===== config.mk =====
export PLATFORM = sky130hd
export DESIGN_NAME = blru_cell
export DESIGN_NICKNAME = d
export VERILOG_FILES = /design/src/hw/rtl/blru_pkg.sv /design/src/hw/rtl/blru_cell.sv
export SDC_FILE = /design/constraint.sdc
export NUM_CORES = 1
export LEC_CHECK = 0
export BUFFER_PORTS_ARGS = -buffer_cell sky130_fd_sc_hd__buf_2
export CAP_MARGIN = 20
export CORE_MARGIN = 2
export CORE_UTILIZATION = 42
export CTS_CLUSTER_DIAMETER = 120
export DETAILED_ROUTE_END_ITERATION = 12
export MAX_ROUTING_LAYER = met4
export PLACE_DENSITY = 0.81
export SLEW_MARGIN = 20
export SYNTH_ARGS = -nofsm -noshare
export SYNTH_HDL_FRONTEND = slang
export SYNTH_SLANG_ARGS = --single-unit

===== constraint.sdc =====
create_clock -name clk -period 1.85 [get_ports clk]
set_input_delay 0.0925 -clock clk [delete_from_list [all_inputs] [get_ports clk]]
set_output_delay 0.0925 -clock clk [all_outputs]
set_load 0.005 [all_outputs]

===== src/hw/rtl/blru_pkg.sv =====
`timescale 1ns / 1ps
// ----------------------------------------------------------------------------
// blru_pkg
// Shared types and constants of the LRU buffer manager.
// ----------------------------------------------------------------------------
package blru_pkg;

  localparam int SLOTS        = 64;
  localparam int SLOT_W       = (SLOTS > 2) ? $clog2(SLOTS) : 1;
  localparam int SLOT_FIELD_W = 6;
  localparam int CMP_W        = (SLOT_W > SLOT_FIELD_W) ? SLOT_W : SLOT_FIELD_W;
  localparam int DEV_W        = 2;
  localparam int BLK_W        = 32;
  localparam int CNT_W        = 8;
  localparam logic [CNT_W-1:0] COUNT_MAX = {CNT_W{1'b1}};

  typedef enum logic [1:0] {
    FN_GET  = 2'd0,
    FN_REL  = 2'd1,
    FN_MARK = 2'd2
  } func_t;

  typedef enum logic [1:0] {
    ST_OK       = 2'd0,
    ST_NOFREE   = 2'd1,
    ST_UNREF    = 2'd2,
    ST_OVERFLOW = 2'd3
  } status_t;

  typedef enum logic [1:0] {
    S_IDLE,
    S_MATCH,
    S_SEL,
    S_APPLY
  } state_t;

  typedef struct packed {
    logic [SLOT_W-1:0] slot_id;
    logic [BLK_W-1:0]  blk;
    logic [DEV_W-1:0]  dev;
    logic              assigned;
    logic              valid;
    logic [CNT_W-1:0]  cnt;
  } entry_t;

  typedef struct packed {
    logic [DEV_W-1:0]        dev;
    logic [BLK_W-1:0]        blk;
    logic [SLOT_FIELD_W-1:0] slot;
  } req_t;

  typedef struct packed {
    logic capture;
    logic load_nbr;
    logic load_new;
  } cell_ctl_t;

  typedef struct packed {
    logic hit;
    logic free;
    logic id;
  } cell_flags_t;

endpackage


===== src/hw/rtl/blru_cell.sv =====
`timescale 1ns / 1ps
// ----------------------------------------------------------------------------
// blru_cell
// One recency position: holds a slot entry, compares it, shifts toward older.
// ----------------------------------------------------------------------------
module blru_cell (
  input  logic                       clk,
  input  logic                       rst_n,
  input  logic [blru_pkg::SLOT_W-1:0] rst_id,
  input  blru_pkg::cell_ctl_t        ctl,
  input  blru_pkg::req_t             req,
  input  blru_pkg::entry_t           nbr_in,
  input  blru_pkg::entry_t           new_in,
  output blru_pkg::entry_t           entry_o,
  output blru_pkg::cell_flags_t      flags_o
);
  import blru_pkg::*;

  entry_t      entry_r;
  entry_t      entry_nxt;
  cell_flags_t flags_r;

  always_comb begin
    entry_nxt = entry_r;
    if (ctl.load_new) begin
      entry_nxt = new_in;
    end else if (ctl.load_nbr) begin
      entry_nxt = nbr_in;
    end
  end

  always_ff @(posedge clk) begin
    if (!rst_n) begin
      entry_r.slot_id  <= rst_id;
      entry_r.blk      <= '0;
      entry_r.dev      <= '0;
      entry_r.assigned <= 1'b0;
      entry_r.valid    <= 1'b0;
      entry_r.cnt      <= '0;
    end else begin
      entry_r <= entry_nxt;
    end
  end

  always_ff @(posedge clk) begin
    if (ctl.capture) begin
      flags_r.hit  <= entry_r.assigned && (entry_r.dev == req.dev) &&
                      (entry_r.blk == req.blk);
      flags_r.free <= (entry_r.cnt == '0);
      flags_r.id   <= (CMP_W'(entry_r.slot_id) == CMP_W'(req.slot));
    end
  end

  assign entry_o = entry_r;
  assign flags_o = flags_r;

endmodule


---- After elaboration in Yosys (flattened, before gate mapping) ----
Index checks and enable logic that the tools add are counted.
word-level totals
  register bits ........................... 53
  bits of input ports ..................... 151
  output and inout bits ................... 53
  logic and storage cells ................. 20
operators by class
  eq/ne operators ......................... 4
  mux-type cells .......................... 3
  reduce and logical (&&, ||, !) cells .... 4
operators by type and width
  operator            number
  $mux 50             3
  $eq 32x32->1        1
  $logic_not 8->1     1
  $eq 6x6->1          1
  $ne 3x1->1 const B  1
  $eq 2x2->1          1
  $logic_and 1x1->1   2
  $reduce_bool 2->1   1

---- Depth between registers and ports, before layout ----
Gate-level depths: netlist (run 1).
  depth after elaboration ................. 3
  mapped depth ............................ 5
  gate-level depth less buffers ........... 4

---- Worst setup path before layout (run 1) ----
OpenSTA, ideal clock, no wires.
  kind .................................... register to register
  from .................................... register entry_r (netlist bit entry_o[18])
  to ...................................... register flags_r (netlist bit flags_o[2]), data pin
  library setup time ...................... 0.150 ns
  arrival ................................. 1.185 ns
  required time ........................... 1.700 ns
  path slack .............................. 0.515 ns
  cell stages (with the launch flop) ...... 5
  path buffers ............................ 0
  period minus slack after synthesis ...... 1.335 ns
  cell sequence ........................... dfxtp_1 xnor2_1 nand4_1 or4_1 nor3_2
between the ends
  cells in the longest elaborated chain, start to end .. 2
RTL lines
  element                   line             source
  start: declaration        blru_cell.sv:19  entry_t entry_r;
  start signal: assignment  blru_cell.sv:41  entry_r <= entry_nxt;
  $eq 32x32->1              blru_cell.sv:48  (entry_r.blk == req.blk);
  $logic_and 1x1->1         blru_cell.sv:47  flags_r.hit <= entry_r.assigned && (entry_r.dev == req.dev) &&
  end: declaration          blru_cell.sv:21  cell_flags_t flags_r;
Every way passes these cells.
A chain may end at the register's enable or synchronous reset.

---- Final worst setup path (run 1) ----
  from .................................... register entry_r (netlist bit entry_o[33])
  to ...................................... register flags_r (netlist bit flags_o[2]), data pin
The elaborated chain is that of the path after synthesis.

==> summary.md, run 1 <==
| Metric | Value |
|---|---|
| Run status | completed |
| Placer Congestion | 0.863 |
| Unique masters post-synth | 20 |
| Post-route setup slack | 0.294 ns |
| Largest net degree at the start of global routing | 95 |
| WP data required | 2.01 ns |
| CTS tree | built |
| Period utilization | 0.841 |
| Max-slew headroom | 0.727 |
| Number of vias per cell | 4.95 |
| Commonest non-fill, non-tap cells in the layout | buf_2, mux2i_1 |
| Pre-CTS setup slack | 0.374 ns |
| Initial antenna violation count | 0 |
| Yosys warns | 0 |
| Final net count | 671 |
| DRT Pass-1 Iters | 4 |
| Antenna Nets Post-Route | 0 |
| Critical Path Start | entry_o[33] |
| Hpwl dp | 7130 um |
| Root Buffer | clkbuf_8 |
| Ant. Diodes | 0 |
| Reg clk slew, reported paths | 0.09 ns |
| Vias in the first global route | 2,794 |
| Share of the yosys chip area belonging to registers | 0.393 |
| Finished Layout Cells | 601 |
| P_leak | 2.12 nW |
| Initial core utilization | 0.434 |
| H-tree levels | 2 |
| Power Density | 649 nW/um^2 |
| Cts bufs inserted | 5 |
| First-pass GRT wire length | 13,300 um |
| Register bit total from synthesis | 53 |
| # setup viols final | 0 |
| GRT Total Usage | 0.232 |
| Commonest non-fill, non-tap cell in the layout | buf_2 |
| Hold path start | ctl[2] |
| Area grow syn2layout | 39.9% |
| Origin of the critical flop-to-flop path | entry_o[33] |
| GRT overflow | 0 |
| Clock Path Buffers | 2 |
| Hold WC Path Type | input pin to register |
| Max cap viols | 0 |
| Synth Cell Area | 2930 um^2 |
| IO Pins | 204 |
| # clock sinks | 53 |
| Port bufs | 203 |
| Die Y | 87.5 um |
| Die area | 7660 um^2 |
| Worst clock skew | 0.00574 ns |
| CP max FO | 3 |
| WHS Path Cells | 1 |
| TNS Setup | 0 ns |
| Mean Syn Cell Area | 8.99 um^2 |
| Achievable frequency | 642 MHz |
| DR iter-0 viols | 92 |
| Row count | 30 |
| Post-synthesis cell count | 326 |
| Setup Buffers After CTS | 0 |
| Setup CP Type | register to register |
| Syn Nets | 477 |
| Avg WL per Cell | 14.7 um |
| Worst setup EP type | register |
| DR vias | 2,973 |
| DP Cell Count | 593 |
| Final Hold Viols | 0 |
| R2r worst-path depth | 4 |
| Count of final max-slew check failures | 0 |
| Worst slew pin tran | 0.406 ns |
| Die W | 87.5 um |
| Max VDD drop | 0.428 mV |
| Core box area | 6760 um^2 |
| CP arrival | 1.71 ns |
| WL final | 8860 um |
| Share of cells above drive strength 1 | 0.418 |
| RSZ-0062 raised after global routing | no |
| Critical Path Start Type | register |
| Hold_buf cts | 0 |
| Final min period | 1.56 ns |
| DRC viols | 0 |
| CTS resizes | 0 |
| Clk Latency, worst-skew pair | 0.30 ns |
==> worst paths after layout <==
| check | end | slack [ns] |
|---|---|---|
| max | flags_o[2] | 0.29 |
| min | flags_o[2] | 0.05 |
| max reg2reg | flags_o[2] | 0.29 |
| min reg2reg | entry_o[8] | 0.68 |
==> report_power, final <==
group | switching [mW] | internal [mW] | leakage (nW)
registers | 0.0636 | 1.26 | 0.457
clock network | 0.366 | 0.339 | 0.0542
logic | 0.286 | 0.347 | 1.61
==> stage by stage <==
stage,total power [mW],hold slack (ns),util,area [um^2]
2_1_floorplan,1.66,0.205,-,2930
6_report,2.66,0.0506,0.607,4100
3_3_place_gp,1.96,0.358,0.592,4000
5_1_grt,2.82,0.0467,0.607,4100
4_1_cts,2.69,0.0471,0.607,4100
3_5_place_dp,1.98,0.371,0.592,4000
==> synth_stat cells <==
master	number	area share
mux2i_1	50	0.17
buf_2	4	0.0068
xor2_1	18	0.054
xnor2_1	22	0.066
nand2_1	44	0.056
clkbuf_1	13	0.017
a21oi_1	6	0.010
buf_4	4	0.010
or3b_2	1	0.0030
dfxtp_1	44	0.30
nand4_1	6	0.013
nand3_1	1	0.0017
o21ai_0	44	0.075
nor2_1	7	0.0090
or4_1	3	0.0077
nor3_1	1	0.0017
edfxtp_1	9	0.092
nor4_1	4	0.0085
nor3_2	1	0.0034
and2_1	44	0.094
==> kinds of logic after synthesis <==
family	Yosys count	share of synthesized area
simple gates	112	0.198
mux	50	0.171
xor+xnor	40	0.120
compound gates	50	0.0854
flops	53	0.393
buf+inv	21	0.0337
==> routing by layer <==
metal / up-vias / global-route usage / routed length (um)
li1: 1490 / - / -
met1: 1341 / 0.286 / 3840
met2: 128 / 0.382 / 4300
met3: 14 / 0.0500 / 546
met4: 0 / 0.0671 / 176
met5: - / - / 0
==> registers in the layout, summed over array words and instances, names as in the netlist <==
signal   flops
flags_o      3
entry_o     50
==> critical path, cell delays in order, from the launching register on <==
cell	delay [ns]
dfxtp_1	0.34
xnor2_1	0.32
nand4_1	0.17
or4_1	0.46
nor3_2	0.13
==> cell type report <==
| class | instances | area [um^2] |
|---|---|---|
| Fill cell | 605 | 2660 |
| Sequential cell | 53 | 1150 |
| Clock inverter | 1 | 5.00 |
| Timing Repair Buffer | 208 | 1070 |
| Multi-Input combinational cell | 252 | 1680 |
| Tap cell | 80 | 100 |
| Clock buffer | 7 | 96.3 |
(Power assumes the default switching activity.)
==> run 2: changes to the inputs <==
--- a/config.mk
+++ b/config.mk
@@ -5,10 +5,11 @@
 export SDC_FILE = /design/constraint.sdc
 export NUM_CORES = 1
 export LEC_CHECK = 0
+export ABC_AREA = 1
 export BUFFER_PORTS_ARGS = -buffer_cell sky130_fd_sc_hd__buf_2
 export CAP_MARGIN = 20
 export CORE_MARGIN = 2
-export CORE_UTILIZATION = 42
+export CORE_UTILIZATION = 44
 export CTS_CLUSTER_DIAMETER = 120
 export DETAILED_ROUTE_END_ITERATION = 12
 export MAX_ROUTING_LAYER = met4
==> constraint.sdc (replaced) <==
create_clock -name clk -period 1.5 [get_ports clk]
set_input_delay 0.075 -clock clk [delete_from_list [all_inputs] [get_ports clk]]
set_output_delay 0.075 -clock clk [all_outputs]
set_load 0.005 [all_outputs]
==> run 2 against run 1 <==
  * Sequential power increased by 23%
  * Largest power group unchanged
  * Clock skew decreased by 0.0037 ns
  * Die area increased by 12%
  * Highest routed layer unchanged
==> summary.md, run 2 <==
| Metric | Value |
|---|---|
| Post-route setup slack | 0.298 ns |
| Root Buffer | clkbuf_8 |
| Register bit total from synthesis | 53 |
| WP data required | 1.68 ns |
| # clock sinks | 53 |
| Row count | 32 |
| Pre-CTS setup slack | 0.312 ns |
| DRC viols | 0 |
| Commonest non-fill, non-tap cells in the layout | buf_2, nand2_1, inv_1 |
| Max-slew headroom | 0.694 |
| Count of final max-slew check failures | 0 |
| Commonest non-fill, non-tap cell in the layout | buf_2 |
| Vias in the first global route | 3,767 |
| RSZ-0062 raised after global routing | no |
| DR vias | 4,009 |
| Ys async rst share | 0 |
| Avg WL per Cell | 12.3 um |
| Met1 Track Usage GR | 0.288 |
| CTS resizes | 0 |
| Placer Congestion | 0.844 |
| Setup Buffers After CTS | 0 |
| Hold WC Path Type | input pin to register |
| Initial core utilization | 0.451 |
| DR iter-0 viols | 178 |
| Largest register FFs | 50 |
| Cts bufs inserted | 5 |
| Share of the yosys chip area belonging to registers | 0.334 |
| Syn Nets | 716 |
| Core box area | 7650 um^2 |
| Post-synth top area share | 0.255 |
| Setup slack, reg-to-reg | 0.30 ns |
| Clk Latency, worst-skew pair | 0.31 ns |
| Port bufs | 203 |
| Grt met3 use | 0.0456 |
| P_leak | 2.71 nW |
| Hold_buf cts | 0 |
| Initial antenna violation count | 0 |
| Achievable frequency | 832 MHz |
| Largest stage delay on the critical path | 0.37 ns |
| Yosys warns | 0 |
| Unique masters post-synth | 21 |
| CP max FO | 3 |
| Antenna Nets Post-Route | 0 |
| GRT Total Usage | 0.252 |
| Mean Syn Cell Area | 6.11 um^2 |
| H-tree levels | 2 |
| Final net count | 907 |
| Synth Cell Area | 3450 um^2 |
| Max VDD drop | 0.407 mV |
| Max cap viols | 0 |
| Yosys top cell by area | dfxtp_1 |
| EDFF count, synth | 9 |
| Filler cells | 752 |
| Cell with the most instances after synthesis | nand2_1 |
| DRT Pass-1 Iters | 4 |
| Hpwl dp | 8430 um |
| Layer with the highest usage | met2 |
| Clock Path Buffers | 2 |
| Worst setup EP type | register |
| Largest net degree at the start of global routing | 95 |
| CP arrival | 1.38 ns |
| IO Pins | 204 |
| Period utilization | 0.801 |
| Die W | 92.5 um |
| # setup viols final | 0 |
| Primary FF master, synth | dfxtp_1 |
| Power Density | 787 nW/um^2 |
| WL final | 10,600 um |
| GRT overflow | 0 |
| Final min period | 1.20 ns |
| Worst slew pin tran | 0.454 ns |
| Reg clk slew, reported paths | 0.10 ns |
| Run status | completed |
| TNS Setup | 0 ns |
| Setup CP Type | register to register |
| Number of vias per cell | 4.66 |
| Share of cells above drive strength 1 | 0.347 |
| Final Hold Viols | 0 |
| Top cells by count, synth | nand2_1, inv_1, o21ai_0 |
| Slowest CP cell | dfxtp_1 |
| Largest cells by area after synthesis | dfxtp_1, nand2_1, inv_1 |
| Die area | 8560 um^2 |
| CTS tree | built |
| GRT met2 Usage | 0.460 |
| Die Y | 92.5 um |
| First-pass GRT wire length | 16,800 um |
| Area grow syn2layout | 34.9% |
| CP Cell Sequence | inv_1, nand2_1, nand2_1, nor2_1, nand2_1, nor2_1, nand3_1, nor2_1 |
| Critical Path Start Type | register |
| Worst clock skew | 0.00200 ns |
| Post-synthesis cell count | 565 |
==> run 2: cell count changes after synthesis, sizes merged, moves of 7 or more <==
cell,delta
nand2,+135
inv,+117
nor2,+63
mux2i,-50
o21ai,+45
and2,-44
xor2,-17
xnor2,-11
buf,+7
==> run 2: logic make-up after synthesis <==
logic type | Yosys count | share of synthesized area
compound gates | 98 | 0.148
xor+xnor | 12 | 0.0305
buf+inv | 143 | 0.172
flops | 53 | 0.334
simple gates | 259 | 0.316
==> run 2: worst paths after layout <==
check | startpoint | to | cells after the start
min | ctl[2] | flags_o[0] | 1
max reg2reg | entry_o[16] | flags_o[2] | 8
max | entry_o[16] | flags_o[2] | 8
min reg2reg | entry_o[17] | entry_o[17] | 4
==> run 2: metal layers <==
layer	wire, um	up-vias
li1	-	2067
met1	4440	1744
met2	5230	185
met3	791	13
met4	119	0
met5	0	-
==> run 2: critical path: cells and delay by family, from the launching register on <==
family | cells | cell delay (ns)
buffers and inverters | 1 | 0.07
DFF | 1 | 0.37
and+or+nand+nor | 7 | 0.63
==> run 2: layout make-up <==
class,count,area (um^2),area share
flip-flops and latches,53,1150,0.247
clock buffers,5,68.8,0.0148
well taps,102,128,0.0274
multi-input cells,369,1710,0.366
clock inverters,3,65.1,0.0140
diodes,1,2.50,0.000538
repair buffers,210,1090,0.235
inverters,117,439,0.0944
==> run 2: through the flow <==
stage	std cells	hold slack, ns	total power [mW]	cell area [um^2]	utilization
after global routing	859	0.0134	3.87	4650	0.608
after CTS	859	0.0306	3.69	4650	0.608
final	860	0.0226	3.66	4650	0.608
after global placement	851	0.361	2.51	4520	0.591
after detailed placement	851	0.355	2.54	4520	0.591
after floorplan	565	0.187	2.12	3450	-
==> run 2: power breakdown <==
part	internal [mW]	switching [mW]	leakage (nW)
Sequential	1.55	0.0777	0.457
Combinational	0.407	0.472	2.18
Clock	0.663	0.490	0.0681
Total	2.62	1.04	2.71
